[config.mk]
export PLATFORM = sky130hd
export DESIGN_NAME = preemptive_rm_edf_tick_scheduler_unit
export DESIGN_NICKNAME = d
export VERILOG_FILES = /design/src/sv/rmedf_pkg.sv /design/src/sv/rmedf_cmp.sv /design/src/sv/preemptive_rm_edf_tick_scheduler_unit.sv
export SDC_FILE = /design/constraint.sdc
export NUM_CORES = 2
export LEC_CHECK = 0
export BUFFER_PORTS_ARGS = -buffer_cell sky130_fd_sc_hd__buf_4
export CELL_PAD_IN_SITES_DETAIL_PLACEMENT = 1
export CELL_PAD_IN_SITES_GLOBAL_PLACEMENT = 2
export CORE_MARGIN = 3
export CORE_UTILIZATION = 50
export CTS_CLUSTER_SIZE = 25
export DETAILED_ROUTE_END_ITERATION = 7
export MAX_ROUTING_LAYER = met4
export PLACE_DENSITY_LB_ADDON = 0.25
export REMOVE_ABC_BUFFERS = 1
export SLEW_MARGIN = 30
export SYNTH_ARGS = -nofsm -noshare
export SYNTH_HDL_FRONTEND = slang
export SYNTH_HIERARCHICAL = 1
export SYNTH_SLANG_ARGS = --single-unit
export TNS_END_PERCENT = 20
[constraint.sdc]
create_clock -name aclk -period 9.15 [get_ports aclk]
set_input_delay 1.83 -clock aclk [delete_from_list [all_inputs] [get_ports aclk]]
set_output_delay 1.83 -clock aclk [all_outputs]
set_load 0.1 [all_outputs]
[src/sv/rmedf_pkg.sv]
// ----------------------------------------------------------------------------
// RM/EDF scheduler package
// Item types, command and event codes, and shared helpers.
// ----------------------------------------------------------------------------
`default_nettype none
package rmedf_pkg;

    localparam int MAX_TASKS_DEF = 16;
    localparam int MAX_JOBS_DEF  = 32;

    localparam logic [1:0] CMD_TICK  = 2'd0;
    localparam logic [1:0] CMD_LOAD  = 2'd1;
    localparam logic [1:0] CMD_START = 2'd2;

    localparam logic [1:0] EV_NONE    = 2'd0;
    localparam logic [1:0] EV_DONE    = 2'd1;
    localparam logic [1:0] EV_PREEMPT = 2'd2;

    localparam logic [1:0] KIND_FRESH  = 2'd0;
    localparam logic [1:0] KIND_RESUME = 2'd1;
    localparam logic [1:0] KIND_IDLE   = 2'd2;
    localparam logic [1:0] KIND_SAME   = 2'd3;

    localparam logic CFG_POLICY     = 1'b0;
    localparam logic CFG_TASK_COUNT = 1'b1;

    typedef struct packed {
        logic [1:0]  command;
        logic [3:0]  task_index;
        logic [15:0] exec_time;
        logic [15:0] period_len;
    } in_item_t;

    typedef struct packed {
        logic [31:0] tick_time;
        logic [3:0]  prev_task;
        logic [1:0]  prev_event;
        logic [3:0]  next_task;
        logic [1:0]  next_kind;
        logic [31:0] preempt_total;
        logic        release_dropped;
    } out_item_t;

    // Operands of the shared priority compare
    typedef struct packed {
        logic        policy;
        logic [31:0] cand_dl;
        logic [15:0] cand_per;
        logic [31:0] cand_seq;
        logic [31:0] best_dl;
        logic [15:0] best_per;
        logic [31:0] best_seq;
    } cmp_req_t;

    // Zero period or execution time counts as one
    function automatic logic [15:0] eff16(input logic [15:0] x);
        return (x == 16'd0) ? 16'd1 : x;
    endfunction

endpackage
`default_nettype wire

[src/sv/rmedf_cmp.sv]
// ----------------------------------------------------------------------------
// RM/EDF priority compare
// True when the candidate job strictly beats the best job so far.
// ----------------------------------------------------------------------------
`default_nettype none
module rmedf_cmp (
    input  rmedf_pkg::cmp_req_t req,
    output logic                beats
);
    import rmedf_pkg::*;

    logic [31:0] key_c;
    logic [31:0] key_b;

    // Pick the key by policy, break ties on release order
    always_comb begin
        key_c = req.policy ? req.cand_dl : {16'd0, req.cand_per};
        key_b = req.policy ? req.best_dl : {16'd0, req.best_per};
        if (key_c != key_b) begin
            beats = key_c < key_b;
        end else begin
            beats = req.cand_seq < req.best_seq;
        end
    end

endmodule
`default_nettype wire

[src/sv/preemptive_rm_edf_tick_scheduler_unit.sv]
// ----------------------------------------------------------------------------
// Preemptive RM/EDF tick scheduler
// Releases periodic jobs on each tick, picks the highest-priority job with
// one shared compare unit and reports the resulting transition.
// ----------------------------------------------------------------------------
//  channel | ports                         | payload
//  input   | s_valid s_ready s_data        | in_item_t
//  result  | m_valid m_ready m_data        | out_item_t (one per tick)
//  config  | cfg_valid cfg_ready cfg_index | cfg_data, 0 policy, 1 task_count
//
//  Load and start items are handled in the idle state. A tick first releases
//  jobs for the n tasks in use, then scans every job slot for priority through
//  the shared compare unit, then finishes and writes its result; no new item is
//  accepted until the tick has returned to idle.
//  Reset is synchronous; the task tables are undefined until loaded.
//  A finished result waits in the output register; a further tick stalls
//  in its last step until that register is free. Configuration writes are
//  accepted only while idle with no item offered.
// ----------------------------------------------------------------------------
`default_nettype none
module preemptive_rm_edf_tick_scheduler_unit #(
    parameter int MAX_TASKS = rmedf_pkg::MAX_TASKS_DEF,
    parameter int MAX_JOBS  = rmedf_pkg::MAX_JOBS_DEF
) (
    input  logic                 aclk,
    input  logic                 aresetn,
    input  logic                 s_valid,
    output logic                 s_ready,
    input  rmedf_pkg::in_item_t  s_data,
    output logic                 m_valid,
    input  logic                 m_ready,
    output rmedf_pkg::out_item_t m_data,
    input  logic                 cfg_valid,
    output logic                 cfg_ready,
    input  logic                 cfg_index,
    input  logic [4:0]           cfg_data
);
    import rmedf_pkg::*;

    localparam int TIW  = (MAX_TASKS > 1) ? $clog2(MAX_TASKS) : 1;
    localparam int SW   = $clog2(MAX_JOBS);
    localparam int MAXN = (MAX_TASKS > MAX_JOBS) ? MAX_TASKS : MAX_JOBS;
    localparam int IXW  = $clog2(MAXN + 1);

    localparam logic [1:0] ST_IDLE = 2'd0;
    localparam logic [1:0] ST_REL  = 2'd1;
    localparam logic [1:0] ST_SCAN = 2'd2;
    localparam logic [1:0] ST_DONE = 2'd3;

    logic [1:0]     state_reg;
    logic [IXW-1:0] ix_reg;
    logic [IXW-1:0] n_reg;

    logic        policy_reg;
    logic [4:0]  task_count_reg;

    logic [15:0] exec_tab [MAX_TASKS];
    logic [15:0] per_tab  [MAX_TASKS];
    logic [15:0] cd_reg   [MAX_TASKS];

    logic [MAX_JOBS-1:0] jvalid_reg;
    logic [TIW-1:0]      jtask [MAX_JOBS];
    logic [31:0]         jdl   [MAX_JOBS];
    logic [31:0]         jseq  [MAX_JOBS];
    logic [15:0]         jrem  [MAX_JOBS];

    logic [SW-1:0] run_slot_reg;
    logic          run_valid_reg;
    logic [31:0]   time_reg;
    logic [31:0]   relcnt_reg;
    logic [31:0]   pre_reg;

    logic [TIW-1:0] prev_task_reg;
    logic           prev_pend_reg;
    logic           drop_reg;
    logic           found_reg;
    logic [SW-1:0]  sel_reg;
    logic [31:0]    best_dl_reg;
    logic [15:0]    best_per_reg;
    logic [31:0]    best_seq_reg;

    logic      m_valid_reg;
    out_item_t m_data_reg;

    logic           s_acc;
    logic [SW-1:0]  free_slot;
    logic           free_ok;
    logic [TIW-1:0] ti;
    logic [SW-1:0]  si;
    logic [TIW-1:0] ld_idx;
    logic [IXW-1:0] n_next;
    cmp_req_t       req;
    logic           beats;
    logic           out_free;
    logic [TIW-1:0] sel_task;
    logic [15:0]    sel_exec;
    logic [31:0]    pt_wide;
    logic [31:0]    nt_wide;
    logic           same_job;
    logic           do_preempt;
    logic [31:0]    pre_next;

    assign s_ready   = (state_reg == ST_IDLE);
    assign cfg_ready = (state_reg == ST_IDLE) && !s_valid;
    assign m_valid   = m_valid_reg;
    assign m_data    = m_data_reg;
    assign s_acc     = s_valid && s_ready;
    assign out_free  = !m_valid_reg || m_ready;

    assign ti       = ix_reg[TIW-1:0];
    assign si       = ix_reg[SW-1:0];
    assign ld_idx   = TIW'(s_data.task_index);
    assign n_next   = (32'(task_count_reg) > MAX_TASKS) ? IXW'(MAX_TASKS)
                                                        : IXW'(task_count_reg);
    assign sel_task = jtask[sel_reg];
    assign sel_exec = eff16(exec_tab[sel_task]);
    assign pt_wide  = 32'(prev_task_reg);
    assign nt_wide  = 32'(sel_task);

    // Classify the transition at the end of a tick
    assign same_job   = prev_pend_reg && (sel_reg == run_slot_reg);
    assign do_preempt = found_reg && prev_pend_reg && !same_job;
    assign pre_next   = (do_preempt && pre_reg != 32'hFFFF_FFFF) ? pre_reg + 32'd1 : pre_reg;

    // Find the lowest free job slot
    always_comb begin
        free_slot = '0;
        free_ok   = 1'b0;
        for (int j = MAX_JOBS - 1; j >= 0; j--) begin
            if (!jvalid_reg[j]) begin
                free_slot = SW'(j);
                free_ok   = 1'b1;
            end
        end
    end

    // Feed the shared compare with the scanned slot and the best so far
    always_comb begin
        req.policy   = policy_reg;
        req.cand_dl  = jdl[si];
        req.cand_per = eff16(per_tab[jtask[si]]);
        req.cand_seq = jseq[si];
        req.best_dl  = best_dl_reg;
        req.best_per = best_per_reg;
        req.best_seq = best_seq_reg;
    end

    rmedf_cmp u_cmp (
        .req   (req),
        .beats (beats)
    );

    // Write configuration registers
    always_ff @(posedge aclk) begin
        if (!aresetn) begin
            policy_reg     <= 1'b0;
            task_count_reg <= 5'd1;
        end else if (cfg_valid && cfg_ready) begin
            unique case (cfg_index)
                CFG_POLICY:     policy_reg     <= cfg_data[0];
                CFG_TASK_COUNT: task_count_reg <= cfg_data;
                default:        ;
            endcase
        end
    end

    // Load task table entries
    always_ff @(posedge aclk) begin
        if (s_acc && s_data.command == CMD_LOAD && 32'(s_data.task_index) < MAX_TASKS) begin
            exec_tab[ld_idx] <= s_data.exec_time;
            per_tab[ld_idx]  <= s_data.period_len;
        end
    end

    // Sequencer: release, scan, then finish the tick
    always_ff @(posedge aclk) begin
        if (!aresetn) begin
            state_reg     <= ST_IDLE;
            ix_reg        <= '0;
            n_reg         <= '0;
            jvalid_reg    <= '0;
            run_slot_reg  <= '0;
            run_valid_reg <= 1'b0;
            time_reg      <= '0;
            relcnt_reg    <= '0;
            pre_reg       <= '0;
            m_valid_reg   <= 1'b0;
            found_reg     <= 1'b0;
            for (int k = 0; k < MAX_TASKS; k++) begin
                cd_reg[k] <= '0;
            end
        end else begin
            // Drop the result item once taken, unless a new one replaces it
            if (m_valid_reg && m_ready && state_reg != ST_DONE) begin
                m_valid_reg <= 1'b0;
            end
            unique case (state_reg)
                ST_IDLE: begin
                    if (s_acc) begin
                        case (s_data.command)
                            CMD_TICK: begin
                                prev_task_reg <= run_valid_reg ? jtask[run_slot_reg] : '0;
                                prev_pend_reg <= run_valid_reg && jvalid_reg[run_slot_reg];
                                drop_reg  <= 1'b0;
                                found_reg <= 1'b0;
                                n_reg     <= n_next;
                                ix_reg    <= '0;
                                state_reg <= ST_REL;
                            end
                            CMD_START: begin
                                jvalid_reg    <= '0;
                                run_slot_reg  <= '0;
                                run_valid_reg <= 1'b0;
                                time_reg      <= '0;
                                relcnt_reg    <= '0;
                                pre_reg       <= '0;
                                for (int k = 0; k < MAX_TASKS; k++) begin
                                    cd_reg[k] <= '0;
                                end
                            end
                            default: ;
                        endcase
                    end
                end
                ST_REL: begin
                    if (ix_reg >= n_reg) begin
                        ix_reg    <= '0;
                        state_reg <= ST_SCAN;
                    end else begin
                        ix_reg <= ix_reg + 1'b1;
                        if (cd_reg[ti] != 16'd0) begin
                            cd_reg[ti] <= cd_reg[ti] - 16'd1;
                        end else begin
                            cd_reg[ti] <= eff16(per_tab[ti]) - 16'd1;
                            if (free_ok) begin
                                jvalid_reg[free_slot] <= 1'b1;
                                jtask[free_slot]      <= ti;
                                jdl[free_slot]        <= time_reg + 32'(eff16(per_tab[ti]));
                                jseq[free_slot]       <= relcnt_reg;
                                jrem[free_slot]       <= eff16(exec_tab[ti]);
                                relcnt_reg            <= relcnt_reg + 32'd1;
                            end else begin
                                drop_reg <= 1'b1;
                            end
                        end
                    end
                end
                ST_SCAN: begin
                    if (jvalid_reg[si] && (!found_reg || beats)) begin
                        found_reg    <= 1'b1;
                        sel_reg      <= si;
                        best_dl_reg  <= req.cand_dl;
                        best_per_reg <= req.cand_per;
                        best_seq_reg <= req.cand_seq;
                    end
                    if (32'(ix_reg) == MAX_JOBS - 1) begin
                        state_reg <= ST_DONE;
                    end else begin
                        ix_reg <= ix_reg + 1'b1;
                    end
                end
                ST_DONE: begin
                    if (out_free) begin
                        m_valid_reg                <= 1'b1;
                        m_data_reg.tick_time       <= time_reg;
                        m_data_reg.prev_task       <= pt_wide[3:0];
                        m_data_reg.release_dropped <= drop_reg;
                        m_data_reg.prev_event      <= do_preempt ? EV_PREEMPT :
                                                      (prev_pend_reg || !run_valid_reg)
                                                      ? EV_NONE : EV_DONE;
                        m_data_reg.next_task       <= found_reg ? nt_wide[3:0] : 4'd0;
                        m_data_reg.next_kind       <= !found_reg ? KIND_IDLE :
                                                      same_job ? KIND_SAME :
                                                      (jrem[sel_reg] == sel_exec)
                                                      ? KIND_FRESH : KIND_RESUME;
                        m_data_reg.preempt_total   <= pre_next;
                        pre_reg                    <= pre_next;
                        time_reg                   <= time_reg + 32'd1;
                        run_valid_reg              <= found_reg;
                        state_reg                  <= ST_IDLE;
                        if (found_reg) begin
                            run_slot_reg <= sel_reg;
                            if (jrem[sel_reg] <= 16'd1) begin
                                jrem[sel_reg]       <= 16'd0;
                                jvalid_reg[sel_reg] <= 1'b0;
                            end else begin
                                jrem[sel_reg] <= jrem[sel_reg] - 16'd1;
                            end
                        end
                    end
                end
                default: state_reg <= ST_IDLE;
            endcase
        end
    end

endmodule
`default_nettype wire

Yosys cells after proc, flatten, opt, wreduce, memory -nomap -nowiden
Memories as Yosys holds them, arrays and structs flattened. A register that Yosys moved wholly into a read port is not among the register bits.
Index checks and enable logic that the tools add are counted.
W data, S select, Z words.
{"block": "totals", "ff_bits": 320, "mem_bits_rw": 3456, "in_bits": 49, "output_inout_bits": 80, "mem_count": 7}
{"name": "jdl", "words": 32, "word_bits": 32, "read_ports": 1, "rd_clocked_by_memory_dff": 1, "write_ports": 1, "line": "preemptive_rm_edf_tick_scheduler_unit.sv:63", "rtl": "logic [31:0] jdl [MAX_JOBS];"}
{"name": "jseq", "words": 32, "word_bits": 32, "read_ports": 1, "rd_clocked_by_memory_dff": 1, "write_ports": 1, "line": "preemptive_rm_edf_tick_scheduler_unit.sv:64", "rtl": "logic [31:0] jseq [MAX_JOBS];"}
{"name": "jrem", "words": 32, "word_bits": 16, "read_ports": 1, "rd_clocked_by_memory_dff": 1, "write_ports": 1, "line": "preemptive_rm_edf_tick_scheduler_unit.sv:65", "rtl": "logic [15:0] jrem [MAX_JOBS];"}
{"name": "cd_reg", "words": 16, "word_bits": 16, "read_ports": 1, "rd_clocked_by_memory_dff": 1, "write_ports": 16, "line": "preemptive_rm_edf_tick_scheduler_unit.sv:59", "rtl": "logic [15:0] cd_reg [MAX_TASKS];"}
{"name": "exec_tab", "words": 16, "word_bits": 16, "read_ports": 2, "rd_clocked_by_memory_dff": 1, "write_ports": 1, "line": "preemptive_rm_edf_tick_scheduler_unit.sv:57", "rtl": "logic [15:0] exec_tab [MAX_TASKS];"}
{"name": "per_tab", "words": 16, "word_bits": 16, "read_ports": 2, "rd_clocked_by_memory_dff": 1, "write_ports": 1, "line": "preemptive_rm_edf_tick_scheduler_unit.sv:58", "rtl": "logic [15:0] per_tab [MAX_TASKS];"}
{"name": "+1 memories"}
{"block": "classes", "n_addsub": 8, "magnitude_cmp": 11, "n_eq_ne": 25, "n_mux": 206, "n_bitwise": 23, "reduce_logical": 52}
{"op": "$mux W32", "count": 16}
{"op": "$mux W16", "count": 24}
{"op": "$mux W5", "count": 46}
{"op": "$pmux W32 S2", "count": 3}
{"op": "$add A32 B1 Y32 const B", "count": 3}
{"op": "$pmux W32 S3", "count": 1}
{"op": "$mux W1", "count": 90}
{"op": "$logic_not A16 Y1", "count": 4}
{"op": "$lt A32 B32 Y1", "count": 2}
{"op": "$sub A16 B1 Y16 const B", "count": 3}
{"op": "$add A32 B16 Y32", "count": 1}
{"op": "$and A32 B32 Y32", "count": 1}
{"op": "$ne A32 B32 Y1", "count": 1}
{"op": "$ne A32 B32 Y1 const B", "count": 1}
{"op": "$not A32 Y32", "count": 1}
{"op": "$or A32 B32 Y32", "count": 1}
{"op": "$reduce_or A16 Y1", "count": 2}
{"op": "$mux W4", "count": 7}
{"op": "$lt A5 B6 Y1 const B", "count": 4}
{"op": "$mux W6", "count": 4}
{"op": "$ne A2 B2 Y1 const B", "count": 12}
{"op": "$or A1 B1 Y1", "count": 18}
{"op": "$pmux W6 S3", "count": 1}
{"op": "$eq A16 B16 Y1", "count": 1}
{"op": "32 further kinds", "count": 78}

Logic depth before layout (Yosys ltp)
{"block": "logic_depth", "ltp_word": 41, "ltp_mapped": 32, "ltp_nobuf": 25}

By module
The synthesis kept the hierarchy.
{"mod": "preemptive_rm_edf_tick_scheduler_unit", "n_inst": 1, "cells_each": 7808, "area_each_um2": 155529.2, "seq_area_each_um2": 112127.5}
{"mod": "rmedf_cmp", "n_inst": 1, "cells_each": 257, "area_each_um2": 1985.7, "seq_area_each_um2": 0.0}

Worst setup path before layout
Ideal clock, no wire load.
{"block": "synth_path", "path_type": "register -> register", "startpoint": "reg (tool-made name)", "endpoint": "reg best_dl_reg[0] (enable)", "setup_ps": 440, "t_arrival_ps": 7797, "required_time_ps": 8710, "slack_ps": 913, "path_stages_with_launch": 28, "n_path_buf": 12, "synth_period_minus_slack_ps": 8237, "cell_sequence": "dfxtp_1 > buf_6 > buf_8 > buf_6 > buf_8 > buf_6 > buf_6 > buf_6 > buf_6 > buf_4 > buf_2 > clkbuf_1 > buf_1 > mux4_2 > mux4_2 > mux2_2 > mux2_2 > ha_1 > a21oi_1 > o21ai_0 > a221o_1 > o31ai_1 > nand3_1 > o21ai_1 > o211ai_1 > o21bai_1 > a21o_1 > inv_1"}
{"item": "to (signal assigned)", "line": "preemptive_rm_edf_tick_scheduler_unit.sv:252", "rtl": "best_dl_reg <= req.cand_dl;"}
{"item": "to (decl)", "line": "preemptive_rm_edf_tick_scheduler_unit.sv:78", "rtl": "logic [31:0] best_dl_reg;"}

==> results by group <==
Setup path
  • Type of origin of the critical path: flip-flop
  • Critical path data required time: around 9.7 ns
  • Max incr delay on CP: 0.68 ns
  • Worst-path cell chain: buf_12 -> buf_4 -> buf_12 -> buf_16 -> buf_4 -> mux4_2 -> mux4_2 -> mux2_2 -> and2_1 -> ha_1 -> nand4_1 -> nor4_1 -> buf_4 -> and3_1 -> o2111ai_1 -> o21ai_1 -> o211ai_1 -> o21bai_1 -> a21o_1 -> inv_8
  • CP max stage cell: nor4_1
  • CP endpoint kind: flip-flop
  • Crit path max fanout: 87
  • Most used cell, CP: buf_4
  • Critical Path AT: 8.84 ns
  • Crit Path Category: reg -> reg

Floorplan
  • Area of the die: roughly 320000 sq um
  • Placeable core area: around 310000 sq um
  • Starting Density: 50.4%
  • # rows: 205
  • IO Count: 129
  • Chip height: 567 um
  • Die W: approximately 570 um

Synthesis
  • Cell taking the most area after synthesis: edfxtp_1
  • Share of synthesized registers carrying an async set or reset: 0%
  • Area contributors post-synth: edfxtp_1 69%, mux4_2 17%, dfxtp_1 2.1%
  • Top-area cell type share of the netlist area: between 60% and 70%
  • Flops & latches, synth: about 3800
  • Post-synth EDFFs: about 3600
  • Synth Flop Type: edfxtp_1
  • Synth warnings: 6
  • Synth top cells by count: 3624 x edfxtp_1, 1164 x mux4_2, 497 x nor2_1, 396 x nand2_1, 267 x mux2i_1
  • Mean Syn Cell Area: slightly below 20 sq um
  • Cell area after synthesis: ~160000 sq um
  • Seq/Total Area, Yosys: 71.2%
  • Distinct cells, synth: 90
  • Count leader, synth: edfxtp_1
  • Cell count after synthesis: 8065

Cells and area
  • Nets@finish: roughly 8600
  • Final core utilization: 57.0%
  • Share of post-route cells with drive strength above 1: around 28%
  • Layout Area Growth over Synthesis: 13.2%
  • Largest regs: jdl x1024, jseq x1024, jrem x512

Clock tree
  • Postcts setup bufs: 0
  • CTS tree: built
  • Clock insertion delay at the later pin of the skew report: around 0.94 ns
  • Root buffer cell: clkbuf_16
  • Worst-path clk slew: around 0.060 ns
  • Clock buffer depth: 4
  • Hold-fix buffers at CTS: 0
  • Post-CTS Resized: 0
  • CTS Sinks: 3789
  • Cts bufs inserted: between 300 and 400
  • CTS H-tree lvls: 5

STA
  • Tcrit/Tclk final: between 90% and 100%
  • Minimum clock period: approximately 8.3 ns
  • Final Max Slew Viols: 0
  • Final hold violation count: 0
  • Post-route clock skew: about 0.057 ns
  • Headroom to the max-slew limit: between 20% and 30%
  • Post-Route Setup TNS: 0 ns
  • RSZ-0062 raised after global routing: no
  • Tightest Pin Transition: about 1.0 ns
  • Setup-failing EPs final: 0
  • FMAX: 121 MHz

Run status
  • Outcome: complete, no violations

Placement
  • RePlAce Congestion: roughly 0.86
  • Post-DP HPWL: between 200 and 300 mm
  • PortBufs: roughly 130

Drt
  • Post-route ant nets: 0
  • Final wirelength: around 440 mm
  • Drt pass-1 iters: 5
  • DRC: 0
  • Vias: ~84000
  • DR iter-0 viols: approximately 9600
  • Via density per instance: 6.50
  • Post-DR wirelength/cell: 34.4 um

Worst hold path
  • Worst Hold Class: reg -> reg

GRT
  • First-pass GRT wire length: 644 mm
  • Vias in the first global route: around 90000
  • Initial antenna violation count: 15
  • All-Layer GR Usage: between 20% and 30%
  • Grt total ovfl: 0
  • Largest net degree at the start of global routing: ~140

Pwr
  • Leak: 58.9 nW
  • Peak supply drop: ~0.00019 V
  • P per Cell Area: approximately 200 nW/um^2

Flow run
  • Max Cap Viol: 0
==> power by group <==
part           internal (mW)  total [mW]  switching [mW]
sequential              18.9        19.0          0.0558
combinational          0.335        1.13           0.794
clock                   8.87        15.6            6.73
total                   28.1        35.7            7.58
==> cells by family (layout without fill, tap and decap cells) <==
logic type,Yosys count,in the layout,share of synthesized area [%]
mux,1545,1545,19.2
other cells,0,10,0
compound gates,617,617,2.68
xor+xnor,140,140,0.793
buf+inv,551,1248,1.56
simple gates,1324,1324,3.82
flops,3789,3789,71.2
fa+ha+maj,99,99,0.791
==> path summary, 6_finish.rpt <==
| kind | startpoint | to | slack [ns] | cells after the start |
|---|---|---|---|---|
| worst min register to register | prev_task_reg[1] | m_data[42] | 0.42 | 0 |
| worst max register to register | flip-flop | best_dl_reg[18] | 0.85 | 20 |
| worst max-delay path | flip-flop | best_dl_reg[18] | 0.85 | 20 |
| worst min-delay path | prev_task_reg[1] | m_data[42] | 0.42 | 0 |
==> final cells by class <==
type,instances,area [sq um]
clock inverters,220,1940
diodes,10,25.0
multi-input cells,3725,44000
inverters,95,364
fillers,26600,134000
repair buffers,426,4040
clock buffers,507,10600
well taps,4140,5180
flip-flops and latches,3789,112000
==> layout by cell type, fill, tap and decap left out, types with 26 or more instances in the layout <==
master and n:
clkinv_1 80, clkinv_2 76, nor2_4 46, and3_1 29, o21ai_0 96, nand2_1 384
nor2_1 446, nor2b_1 66, inv_1 89, xnor2_1 53, dfxtp_2 31, a211oi_1 81
xor2_1 55, a32oi_1 36, and2_1 34, mux2_2 111, a21oi_1 150, edfxtp_1 3624
nand3_1 68, buf_4 358, buf_12 51, nor3_1 36, a22o_1 26, ha_1 96
mux4_2 1164, dfxtp_1 125, or3_1 44, clkbuf_16 397, mux2i_1 263, nand4_1 46
clkbuf_1 86
==> layer usage <==
metal | GRT usage, % | wire (um)
met2 | 45.5 | 221000
met4 | 7.39 | 12700
met1 | 38.8 | 180000
met5 | - | 0
met3 | 3.89 | 31200
==> critical path: cells and delay by family (launching register included) <==
kind | cells | cell delay [ns]
flops | 1 | 0.62
simple gates | 4 | 1.32
compound gates | 5 | 1.00
buf+inv | 7 | 3.01
fa+ha+maj | 1 | 0.31
mux | 3 | 1.42
==> through the flow <==
stage	std cells	hold slack, ns	setup slack, ns	power [mW]	cell area [sq um]
final	12900	0.421	0.851	35.7	178000
after global routing	12900	0.455	0.309	36.8	178000
after CTS	12900	0.421	0.624	36.0	178000
after detailed placement	12200	0.406	0.681	20.5	166000
after global placement	12200	0.401	0.897	20.4	165000
after floorplan	7609	0.400	-30.20	20.1	155000
Note: power is estimated with default switching activity, not from simulation.
